===== config.mk =====
export PLATFORM = sky130hd
export DESIGN_NAME = bounded_deque_with_delete_unit
export DESIGN_NICKNAME = d
export VERILOG_FILES = /design/src/sv/bdq_pkg.sv /design/src/sv/bdq_cell.sv /design/src/sv/bdq_group.sv /design/src/sv/bounded_deque_with_delete_unit.sv
export SDC_FILE = /design/constraint.sdc
export NUM_CORES = 1
export LEC_CHECK = 0
export ABC_AREA = 1
export BUFFER_PORTS_ARGS = -buffer_cell sky130_fd_sc_hd__buf_4
export CORE_MARGIN = 2
export CORE_UTILIZATION = 30
export CTS_BUF_LIST = sky130_fd_sc_hd__clkbuf_4 sky130_fd_sc_hd__clkbuf_8
export DETAILED_ROUTE_END_ITERATION = 6
export HOLD_SLACK_MARGIN = 0.06
export PLACE_DENSITY = 0.48
export SLEW_MARGIN = 0
export SYNTH_ARGS = -nofsm -noshare
export SYNTH_HDL_FRONTEND = slang
export SYNTH_SLANG_ARGS = --single-unit

===== constraint.sdc =====
create_clock -name clk -period 11.1 [get_ports clk]
set_input_delay 0.555 -clock clk [delete_from_list [all_inputs] [get_ports clk]]
set_output_delay 0.555 -clock clk [all_outputs]
set_load 0.02 [all_outputs]

===== src/sv/bdq_pkg.sv =====
package bdq_pkg;

    // Default sizes of the queue.
    localparam int DEPTH_DEF      = 16;
    localparam int DATA_WIDTH_DEF = 32;

    // Widths of the fixed payload fields.
    localparam int KIND_W     = 3;
    localparam int VALUE_W    = 32;
    localparam int OUT_DATA_W = 32;
    localparam int COUNT_W    = 5;
    localparam int STATUS_W   = 2;

    // Cells are grouped for the first-hit selection.
    localparam int GRP_SIZE  = 16;
    localparam int GRP_IDX_W = $clog2(GRP_SIZE);

    // Operation kinds.
    localparam logic [KIND_W-1:0] KIND_PUSH    = 3'd0;
    localparam logic [KIND_W-1:0] KIND_POP     = 3'd1;
    localparam logic [KIND_W-1:0] KIND_UNSHIFT = 3'd2;
    localparam logic [KIND_W-1:0] KIND_SHIFT   = 3'd3;
    localparam logic [KIND_W-1:0] KIND_DELETE  = 3'd4;
    localparam logic [KIND_W-1:0] KIND_COUNT   = 3'd5;

    // Result status codes.
    localparam logic [STATUS_W-1:0] ST_OK      = 2'd0;
    localparam logic [STATUS_W-1:0] ST_EMPTY   = 2'd1;
    localparam logic [STATUS_W-1:0] ST_FULL    = 2'd2;
    localparam logic [STATUS_W-1:0] ST_NOMATCH = 2'd3;

    // What each cell does with its word in a cycle.
    typedef enum logic [1:0] {
        CELL_HOLD,
        CELL_WRITE,
        CELL_INSERT,
        CELL_CLOSE
    } cell_cmd_t;

    typedef struct packed {
        cell_cmd_t cmd;
        logic      tail_sel;
    } bdq_cell_ctrl_t;

endpackage


===== src/sv/bdq_cell.sv =====
module bdq_cell
    import bdq_pkg::*;
#(
    parameter int DATA_WIDTH = DATA_WIDTH_DEF,
    parameter int CNT_W      = $clog2(DEPTH_DEF + 1),
    parameter int INDEX      = 0
)
(
    input  logic                  clk,
    input  logic                  rst_n,
    input  bdq_cell_ctrl_t        ctrl,
    input  logic [CNT_W-1:0]      cmp_pos,
    input  logic [CNT_W-1:0]      wr_pos,
    input  logic [DATA_WIDTH-1:0] value,
    input  logic [DATA_WIDTH-1:0] left,
    input  logic [DATA_WIDTH-1:0] right,
    output logic [DATA_WIDTH-1:0] data,
    output logic                  hit
);

    localparam logic [CNT_W-1:0] MY_POS = CNT_W'(INDEX);

    logic [DATA_WIDTH-1:0] data_reg;
    logic [DATA_WIDTH-1:0] data_next;
    logic                  hit_reg;
    logic                  hit_next;

    always_comb
    begin
        data_next = data_reg;
        case (ctrl.cmd)
            CELL_WRITE:
            begin
                if (MY_POS == wr_pos)
                begin
                    data_next = value;
                end
            end
            CELL_INSERT:
            begin
                data_next = (INDEX == 0) ? value : left;
            end
            CELL_CLOSE:
            begin
                if (MY_POS >= wr_pos)
                begin
                    data_next = right;
                end
            end
            default:
            begin
                data_next = data_reg;
            end
        endcase
    end

    // Either this cell is the tail, or it holds a live word equal to the key.
    always_comb
    begin
        if (ctrl.tail_sel)
        begin
            hit_next = (MY_POS == cmp_pos);
        end
        else
        begin
            hit_next = (data_reg == value) && (MY_POS < cmp_pos);
        end
    end

    always_ff @(posedge clk)
    begin
        data_reg <= data_next;
    end

    always_ff @(posedge clk or negedge rst_n)
    begin
        if (!rst_n)
        begin
            hit_reg <= 1'b0;
        end
        else
        begin
            hit_reg <= hit_next;
        end
    end

    assign data = data_reg;
    assign hit  = hit_reg;

endmodule


===== src/sv/bdq_group.sv =====
module bdq_group
    import bdq_pkg::*;
#(
    parameter int DATA_WIDTH = DATA_WIDTH_DEF,
    parameter int GW         = GRP_SIZE
)
(
    input  logic                           clk,
    input  logic                           rst_n,
    input  logic [GW-1:0]                  hit,
    input  logic [GW-1:0][DATA_WIDTH-1:0]  data,
    output logic                           any,
    output logic [GRP_IDX_W-1:0]           idx,
    output logic [DATA_WIDTH-1:0]          sel_data
);

    logic                  any_reg;
    logic                  any_next;
    logic [GRP_IDX_W-1:0]  idx_reg;
    logic [GRP_IDX_W-1:0]  idx_next;
    logic [DATA_WIDTH-1:0] data_reg;
    logic [DATA_WIDTH-1:0] data_next;

    // Lowest hitting cell of the group wins.
    always_comb
    begin
        any_next  = 1'b0;
        idx_next  = '0;
        data_next = '0;
        for (int i = GW - 1; i >= 0; i--)
        begin
            if (hit[i])
            begin
                any_next  = 1'b1;
                idx_next  = GRP_IDX_W'(i);
                data_next = data[i];
            end
        end
    end

    always_ff @(posedge clk or negedge rst_n)
    begin
        if (!rst_n)
        begin
            any_reg <= 1'b0;
        end
        else
        begin
            any_reg <= any_next;
        end
    end

    always_ff @(posedge clk)
    begin
        idx_reg  <= idx_next;
        data_reg <= data_next;
    end

    assign any      = any_reg;
    assign idx      = idx_reg;
    assign sel_data = data_reg;

endmodule


===== src/sv/bounded_deque_with_delete_unit.sv =====
// Bounded double-ended queue of up to DEPTH words, with delete by value.
// The input channel (in_valid, in_ready, kind, value) carries one operation per
// transaction; the output channel (out_valid, out_ready, data_out, entry_count,
// status) returns exactly one result transaction for each, in order.
// The words live in a row of cells, head in cell 0; each cell loads the new
// word, takes its left or right neighbour's word, or holds, so inserts at the
// head and the closing of a gap after shift or delete are done by all cells together.
// The block works on one operation at a time. Push, unshift, shift, count and
// any operation that fails at once go from taking the transaction in straight
// to executing it. Pop and delete on a non-empty queue first pass through the
// registered compare in every cell and then the registered first-hit selection
// over groups of sixteen cells.
// The result appears in the output register in the execute cycle and is
// visible from the next edge. While an earlier result is still waiting there,
// an operation that reaches execution stalls until out_ready frees the register.
// Reset (rst_n low, asynchronous) empties the queue, drops any pending result
// and leaves the block ready; the cell contents are not cleared.
module bounded_deque_with_delete_unit
    import bdq_pkg::*;
#(
    parameter int DEPTH      = DEPTH_DEF,
    parameter int DATA_WIDTH = DATA_WIDTH_DEF
)
(
    input  logic                  clk,
    input  logic                  rst_n,
    input  logic                  in_valid,
    output logic                  in_ready,
    input  logic [KIND_W-1:0]     kind,
    input  logic [VALUE_W-1:0]    value,
    output logic                  out_valid,
    input  logic                  out_ready,
    output logic [OUT_DATA_W-1:0] data_out,
    output logic [COUNT_W-1:0]    entry_count,
    output logic [STATUS_W-1:0]   status
);

    localparam int CNT_W = $clog2(DEPTH + 1);
    localparam int IDX_W = $clog2(DEPTH);
    localparam int NGRP  = (DEPTH + GRP_SIZE - 1) / GRP_SIZE;

    // Sequencer states.
    localparam logic [1:0] S_IDLE = 2'd0;
    localparam logic [1:0] S_CMP  = 2'd1;
    localparam logic [1:0] S_GRP  = 2'd2;
    localparam logic [1:0] S_EXEC = 2'd3;

    logic [1:0]            state_reg;
    logic [1:0]            state_next;
    logic [CNT_W-1:0]      occ_reg;
    logic [CNT_W-1:0]      occ_next;
    logic [KIND_W-1:0]     kind_reg;
    logic [KIND_W-1:0]     kind_next;
    logic [DATA_WIDTH-1:0] value_reg;
    logic [DATA_WIDTH-1:0] value_next;

    logic                  out_valid_reg;
    logic                  out_valid_next;
    logic [OUT_DATA_W-1:0] data_out_reg;
    logic [OUT_DATA_W-1:0] data_out_next;
    logic [COUNT_W-1:0]    entry_count_reg;
    logic [COUNT_W-1:0]    entry_count_next;
    logic [STATUS_W-1:0]   status_reg;
    logic [STATUS_W-1:0]   status_next;

    bdq_cell_ctrl_t        cell_ctrl;
    logic [CNT_W-1:0]      cmp_pos;
    logic [CNT_W-1:0]      wr_pos;
    logic [DEPTH-1:0]                  hit_vec;
    logic [DEPTH-1:0][DATA_WIDTH-1:0]  data_row;

    logic [NGRP-1:0]                   grp_any;
    logic [NGRP-1:0][GRP_IDX_W-1:0]    grp_idx;
    logic [NGRP-1:0][DATA_WIDTH-1:0]   grp_data;

    logic                  found;
    logic [IDX_W-1:0]      found_pos;
    logic [DATA_WIDTH-1:0] found_data;

    logic                  full;
    logic                  empty;
    logic                  out_free;
    logic [DATA_WIDTH-1:0] res_data;
    logic [STATUS_W-1:0]   res_status;

    // The row of cells. The head cell takes the new word on an unshift, and
    // the tail cell refills from itself when the row closes up.
    for (genvar i = 0; i < DEPTH; i++)
    begin : g_cell
        logic [DATA_WIDTH-1:0] left_d;
        logic [DATA_WIDTH-1:0] right_d;

        if (i == 0)
        begin : g_head
            assign left_d = value_reg;
        end
        else
        begin : g_inner_l
            assign left_d = data_row[i-1];
        end

        if (i == DEPTH - 1)
        begin : g_tail
            assign right_d = data_row[i];
        end
        else
        begin : g_inner_r
            assign right_d = data_row[i+1];
        end

        bdq_cell #(
            .DATA_WIDTH (DATA_WIDTH),
            .CNT_W      (CNT_W),
            .INDEX      (i)
        ) u_cell (
            .clk     (clk),
            .rst_n   (rst_n),
            .ctrl    (cell_ctrl),
            .cmp_pos (cmp_pos),
            .wr_pos  (wr_pos),
            .value   (value_reg),
            .left    (left_d),
            .right   (right_d),
            .data    (data_row[i]),
            .hit     (hit_vec[i])
        );
    end

    // First-hit selection within each group of cells, registered.
    for (genvar g = 0; g < NGRP; g++)
    begin : g_grp
        localparam int GW = (DEPTH - g * GRP_SIZE < GRP_SIZE) ?
                            (DEPTH - g * GRP_SIZE) : GRP_SIZE;

        bdq_group #(
            .DATA_WIDTH (DATA_WIDTH),
            .GW         (GW)
        ) u_grp (
            .clk      (clk),
            .rst_n    (rst_n),
            .hit      (hit_vec[g*GRP_SIZE +: GW]),
            .data     (data_row[g*GRP_SIZE +: GW]),
            .any      (grp_any[g]),
            .idx      (grp_idx[g]),
            .sel_data (grp_data[g])
        );
    end

    // The lowest group with a hit gives the position and word of the match.
    always_comb
    begin
        found      = 1'b0;
        found_pos  = '0;
        found_data = '0;
        for (int g = NGRP - 1; g >= 0; g--)
        begin
            if (grp_any[g])
            begin
                found      = 1'b1;
                found_pos  = IDX_W'(g * GRP_SIZE) + IDX_W'(grp_idx[g]);
                found_data = grp_data[g];
            end
        end
    end

    assign full     = (occ_reg == CNT_W'(DEPTH));
    assign empty    = (occ_reg == '0);
    assign out_free = !out_valid_reg || out_ready;
    assign in_ready = (state_reg == S_IDLE);

    // The compare set-up follows the held operation, so the cell hits stay
    // valid for as long as the execute step is stalled.
    assign cmp_pos = (kind_reg == KIND_POP) ? (occ_reg - CNT_W'(1)) : occ_reg;

    always_comb
    begin
        state_next       = state_reg;
        occ_next         = occ_reg;
        kind_next        = kind_reg;
        value_next       = value_reg;
        out_valid_next   = out_valid_reg && !out_ready;
        data_out_next    = data_out_reg;
        entry_count_next = entry_count_reg;
        status_next      = status_reg;
        cell_ctrl.cmd      = CELL_HOLD;
        cell_ctrl.tail_sel = (kind_reg == KIND_POP);
        wr_pos           = occ_reg;
        res_data         = '0;
        res_status       = ST_OK;

        case (state_reg)
            S_IDLE:
            begin
                if (in_valid)
                begin
                    kind_next  = kind;
                    value_next = DATA_WIDTH'(value);
                    if ((kind inside {KIND_POP, KIND_DELETE}) && !empty)
                    begin
                        state_next = S_CMP;
                    end
                    else
                    begin
                        state_next = S_EXEC;
                    end
                end
            end
            S_CMP:
            begin
                state_next = S_GRP;
            end
            S_GRP:
            begin
                state_next = S_EXEC;
            end
            S_EXEC:
            begin
                if (out_free)
                begin
                    case (kind_reg)
                        KIND_PUSH:
                        begin
                            if (full)
                            begin
                                res_status = ST_FULL;
                            end
                            else
                            begin
                                cell_ctrl.cmd = CELL_WRITE;
                                wr_pos        = occ_reg;
                                occ_next      = occ_reg + CNT_W'(1);
                            end
                        end
                        KIND_POP:
                        begin
                            if (empty)
                            begin
                                res_status = ST_EMPTY;
                            end
                            else
                            begin
                                res_data = found_data;
                                occ_next = occ_reg - CNT_W'(1);
                            end
                        end
                        KIND_UNSHIFT:
                        begin
                            if (full)
                            begin
                                res_status = ST_FULL;
                            end
                            else
                            begin
                                cell_ctrl.cmd = CELL_INSERT;
                                occ_next      = occ_reg + CNT_W'(1);
                            end
                        end
                        KIND_SHIFT:
                        begin
                            if (empty)
                            begin
                                res_status = ST_EMPTY;
                            end
                            else
                            begin
                                res_data      = data_row[0];
                                cell_ctrl.cmd = CELL_CLOSE;
                                wr_pos        = '0;
                                occ_next      = occ_reg - CNT_W'(1);
                            end
                        end
                        KIND_DELETE:
                        begin
                            // An empty queue skips the search, so the group
                            // results are not looked at then.
                            if (!empty && found)
                            begin
                                cell_ctrl.cmd = CELL_CLOSE;
                                wr_pos        = CNT_W'(found_pos);
                                occ_next      = occ_reg - CNT_W'(1);
                            end
                            else
                            begin
                                res_status = ST_NOMATCH;
                            end
                        end
                        default:
                        begin
                            // Count and the unused kinds leave the queue alone.
                            res_status = ST_OK;
                        end
                    endcase
                    out_valid_next   = 1'b1;
                    data_out_next    = OUT_DATA_W'(res_data);
                    entry_count_next = COUNT_W'(occ_next);
                    status_next      = res_status;
                    state_next       = S_IDLE;
                end
            end
            default:
            begin
                state_next = S_IDLE;
            end
        endcase
    end

    always_ff @(posedge clk or negedge rst_n)
    begin
        if (!rst_n)
        begin
            state_reg     <= S_IDLE;
            occ_reg       <= '0;
            out_valid_reg <= 1'b0;
        end
        else
        begin
            state_reg     <= state_next;
            occ_reg       <= occ_next;
            out_valid_reg <= out_valid_next;
        end
    end

    always_ff @(posedge clk)
    begin
        kind_reg        <= kind_next;
        value_reg       <= value_next;
        data_out_reg    <= data_out_next;
        entry_count_reg <= entry_count_next;
        status_reg      <= status_next;
    end

    assign out_valid   = out_valid_reg;
    assign data_out    = data_out_reg;
    assign entry_count = entry_count_reg;
    assign status      = status_reg;

`ifndef NO_ASSERTIONS
    a_occ_bound: assert property (@(posedge clk) disable iff (!rst_n)
        occ_reg <= CNT_W'(DEPTH))
        else $error("occupancy exceeds the queue depth");

    a_pop_found: assert property (@(posedge clk) disable iff (!rst_n)
        (state_reg == S_EXEC && kind_reg == KIND_POP && !empty) |-> found)
        else $error("pop on a non-empty queue found no tail cell");

    a_full_count: assert property (@(posedge clk) disable iff (!rst_n)
        (out_valid_reg && status_reg == ST_FULL) |-> entry_count_reg == COUNT_W'(DEPTH))
        else $error("full status reported below the queue depth");

    a_occ_change: assert property (@(posedge clk) disable iff (!rst_n)
        (occ_reg != $past(occ_reg)) |-> $past(state_reg == S_EXEC))
        else $error("occupancy changed outside the execute step");
`endif

endmodule


==> flow_summary.toml <==
[final_layout]
seq_area_um2 = 18900
fin_nets = 4462
multi_input_area_um2 = 17800
drive_above_1_share_pct = 13.3
largest_register_ffs = 512
synthToLayoutAreaGrowth_pct = 12.4
fillers = 13600
fin_area_um2 = 44900

[routing]
first_iter_violations = 4225
wirelength_mm = 161
firstDrtPassIters = 6
routedWlPerCell_um = 25.7
drc = 0
dr_total_vias = 34600
final_antenna_net_count = 0
via_per_inst = 5.51

[flow_run]
cap_violations = 0

[yosys]
async_flop_share_pct = 3.86
synth_fp_nets = 4450
ys_types = 53
ys_seq_area_share_pct = 47.4
ys.flop_type = "edfxtp_1"
synthTopCellsByArea = "edfxtp_1, nand2_1, inv_1"
syn_area_um2 = 40000
synth_cells = 4404
synth_seq_cells = 647
synth_area_leader_cell = "edfxtp_1"
ys.warnings.count = 0
avgSynthCellArea_um2 = 9.07
synth_edf_count = 586
yosysTopAreaCellShare_pct = 44.0

[global_routing]
antenna_found_initial = 3
grt_pass1_vias = 31800
grt_pass1_wl_mm = 231
grt_max_degree = 147
track_usage_pct = 23.0
gr-total-overflow = 0

[clocking]
postCtsResizedCells = 0
clock-root-buffer = "clkbuf_8"
cts_tree = "done"
cts_buffers = 120
clkLatencyLatePin_ps = 850
clkSinkCount = 647
clk_pin_slew_ps = 70
clockBufferDepth = 3
ctsHtreeMaxLevel = 3

[worst_setup_path]
ff2ff_path_depth = 16
end_kind = "flip-flop"
rrSetupSlack_ps = 5150
critPathLaunchType = "flip-flop"
worstSetupPathType = "reg2reg"
r2r-start = "occ_reg[0]"
r2r_end = "g_cell[1].u_cell.data[23]"
cp.arrival_ps = 6610
cp.required_ps = 11770
crit_path_max_fanout = 70

[floorplan]
core_um2 = 132000
io_pins = 80
start_util_pct = 30.3
die_area_um2 = 136000
fp-row-count = 133
die_h_um = 369
fp.dieW_um = 369

[sta]
tightest_slew_ps = 1220
setup_viol = 0
hold_viol_final = 0
maxClockFrequency_mhz = 168
period_minus_slack_ps = 5950
timing.final.crit_share_pct = 53.6
drv_slew = 0
slew_headroom_pct = 18.7
setup_tns_ps = 0
fin_skew_ps = 39.8
grt_setup_unrepaired = "no"

[placed_design]
place.gp.congestion = 0.913
io_buffers = 79
dp.final_hpwl_mm = 117
postPlaceCellArea_um2 = 42000

[power_and_ir_drop]
power.leakage_nw = 16.9
peakVddDrop_v = 0.0000976
powerDensity_nw_per_um2 = 195

[min_path]
min_path_type = "in2async"

[status]
status = "completed"
[final cells by class]
| class | count | area share, % |
|---|---|---|
| well taps | 1755 | 4.89 |
| multi-input cells | 2960 | 39.6 |
| repair buffers | 198 | 3.58 |
| inverters | 489 | 4.10 |
| flip-flops and latches | 647 | 42.2 |
| clock buffers | 185 | 5.04 |
| diodes | 1 | 0.00557 |
| clock inverters | 35 | 0.582 |
[metrics by stage]
| step | power, W | instances | utilization, % | worst slack [ps] | hold slack [ps] |
|---|---|---|---|---|---|
| after CTS | 0.00875 | 6269 | 34.1 | 5150 | 169 |
| after detailed placement | 0.00622 | 6011 | 31.9 | 5160 | 507 |
| after global placement | 0.00621 | 6011 | 31.9 | 5380 | 508 |
| after floorplan | 0.00512 | 4404 | - | 5590 | 259 |
| final | 0.00875 | 6270 | 34.1 | 5150 | 216 |
| after global routing | 0.00915 | 6270 | 34.1 | 4720 | 255 |
[placed cells by master (no fill, tap or decap), types with 56 or more instances in the layout]
master    count
clkbuf_8    140
nor3_1       61
inv_1       464
edfxtp_1    586
o221ai_1    173
buf_4       158
nor2_1      208
a221oi_1     56
o21ai_0     109
xnor2_1     164
a21oi_1     177
xor2_1      155
nand4_1      96
o221ai_2    100
o211ai_1     82
o211ai_2     86
nand3_1     184
nand2_1    1080
[per-layer routing]
| metal | GRT usage (%) | share of wire [%] | up-vias |
|---|---|---|---|
| li1 | - | - | 15600 |
| met1 | 33.9 | 45 | 16900 |
| met2 | 34.0 | 43 | 1774 |
| met3 | 2.54 | 7.9 | 264 |
| met4 | 9.37 | 4.1 | 0 |
| met5 | 0 | 0 | - |
[worst max-delay path by stage]
stage          slack, ps        from  cells after the start                        end
6_report            5150  occ_reg[0]                     16  g_cell[1].u_cell.data[23]
5_1_grt             4720  occ_reg[0]                     16   g_cell[8].u_cell.data[1]
4_1_cts             5150  occ_reg[0]                     16  g_cell[1].u_cell.data[23]
3_5_place_dp        5160  occ_reg[0]                     16  g_cell[1].u_cell.data[23]
3_3_place_gp        5380  occ_reg[0]                     16   g_cell[3].u_cell.data[1]
2_1_floorplan       5590   out_ready                      9  g_cell[11].u_cell.data[0]
[critical path, cell delays in order (launching register included)]
cell      delay (ps)
dfrtp_1          580
clkinv_1         370
ha_1             370
nand3_4          290
nand2_4          130
inv_2            460
nand2_1          190
nand2_2          160
inv_2             50
o21ai_2          110
nand2_4          340
inv_4            240
nand2_8          340
inv_4            800
buf_4            860
nand2_1          150
o211ai_1         150
[what timing repair did]
action | in CTS | in global routing
hold buffers | 38 | 0
setup endpoints to repair | 0 | 0
setup buffers | 0 | 0
endpoints found under the hold margin | 62 | 0
[cells by family (layout without fill, tap and decap cells)]
| group | after synthesis | after routing | synth area share [%] |
|---|---|---|---|
| and+or+nand+nor | 1697 | 1697 | 17.8 |
| AOI/OAI and AO/OA | 937 | 937 | 19.2 |
| buffers and inverters | 797 | 907 | 8.41 |
| DFF | 647 | 647 | 47.4 |
| xor gates and xnor gates | 319 | 319 | 6.99 |
| adders and majority gates | 7 | 7 | 0.219 |
| other | 0 | 1 | 0 |
[power by group]
| group | internal (W) | leakage, nW | switching, W |
|---|---|---|---|
| clock network | 0.00138 | 1.33 | 0.00112 |
| logic | 0.000831 | 9.59 | 0.00210 |
| registers | 0.00314 | 5.94 | 0.000185 |
| total | 0.00535 | 16.9 | 0.00341 |
[synthesized netlist by cell type, drive strengths merged (36+ instances only)]
master	n
nand3	185
xor2	155
dfxtp	36
nor2	223
a221oi	56
xnor2	164
a21oi	182
o221ai	273
o22ai	38
clkbuf	163
inv	476
edfxtp	586
nor3	61
nand2	1087
buf	145
o21ai	154
nand4	96
o211ai	168
Power figures use the tool's default switching activity.
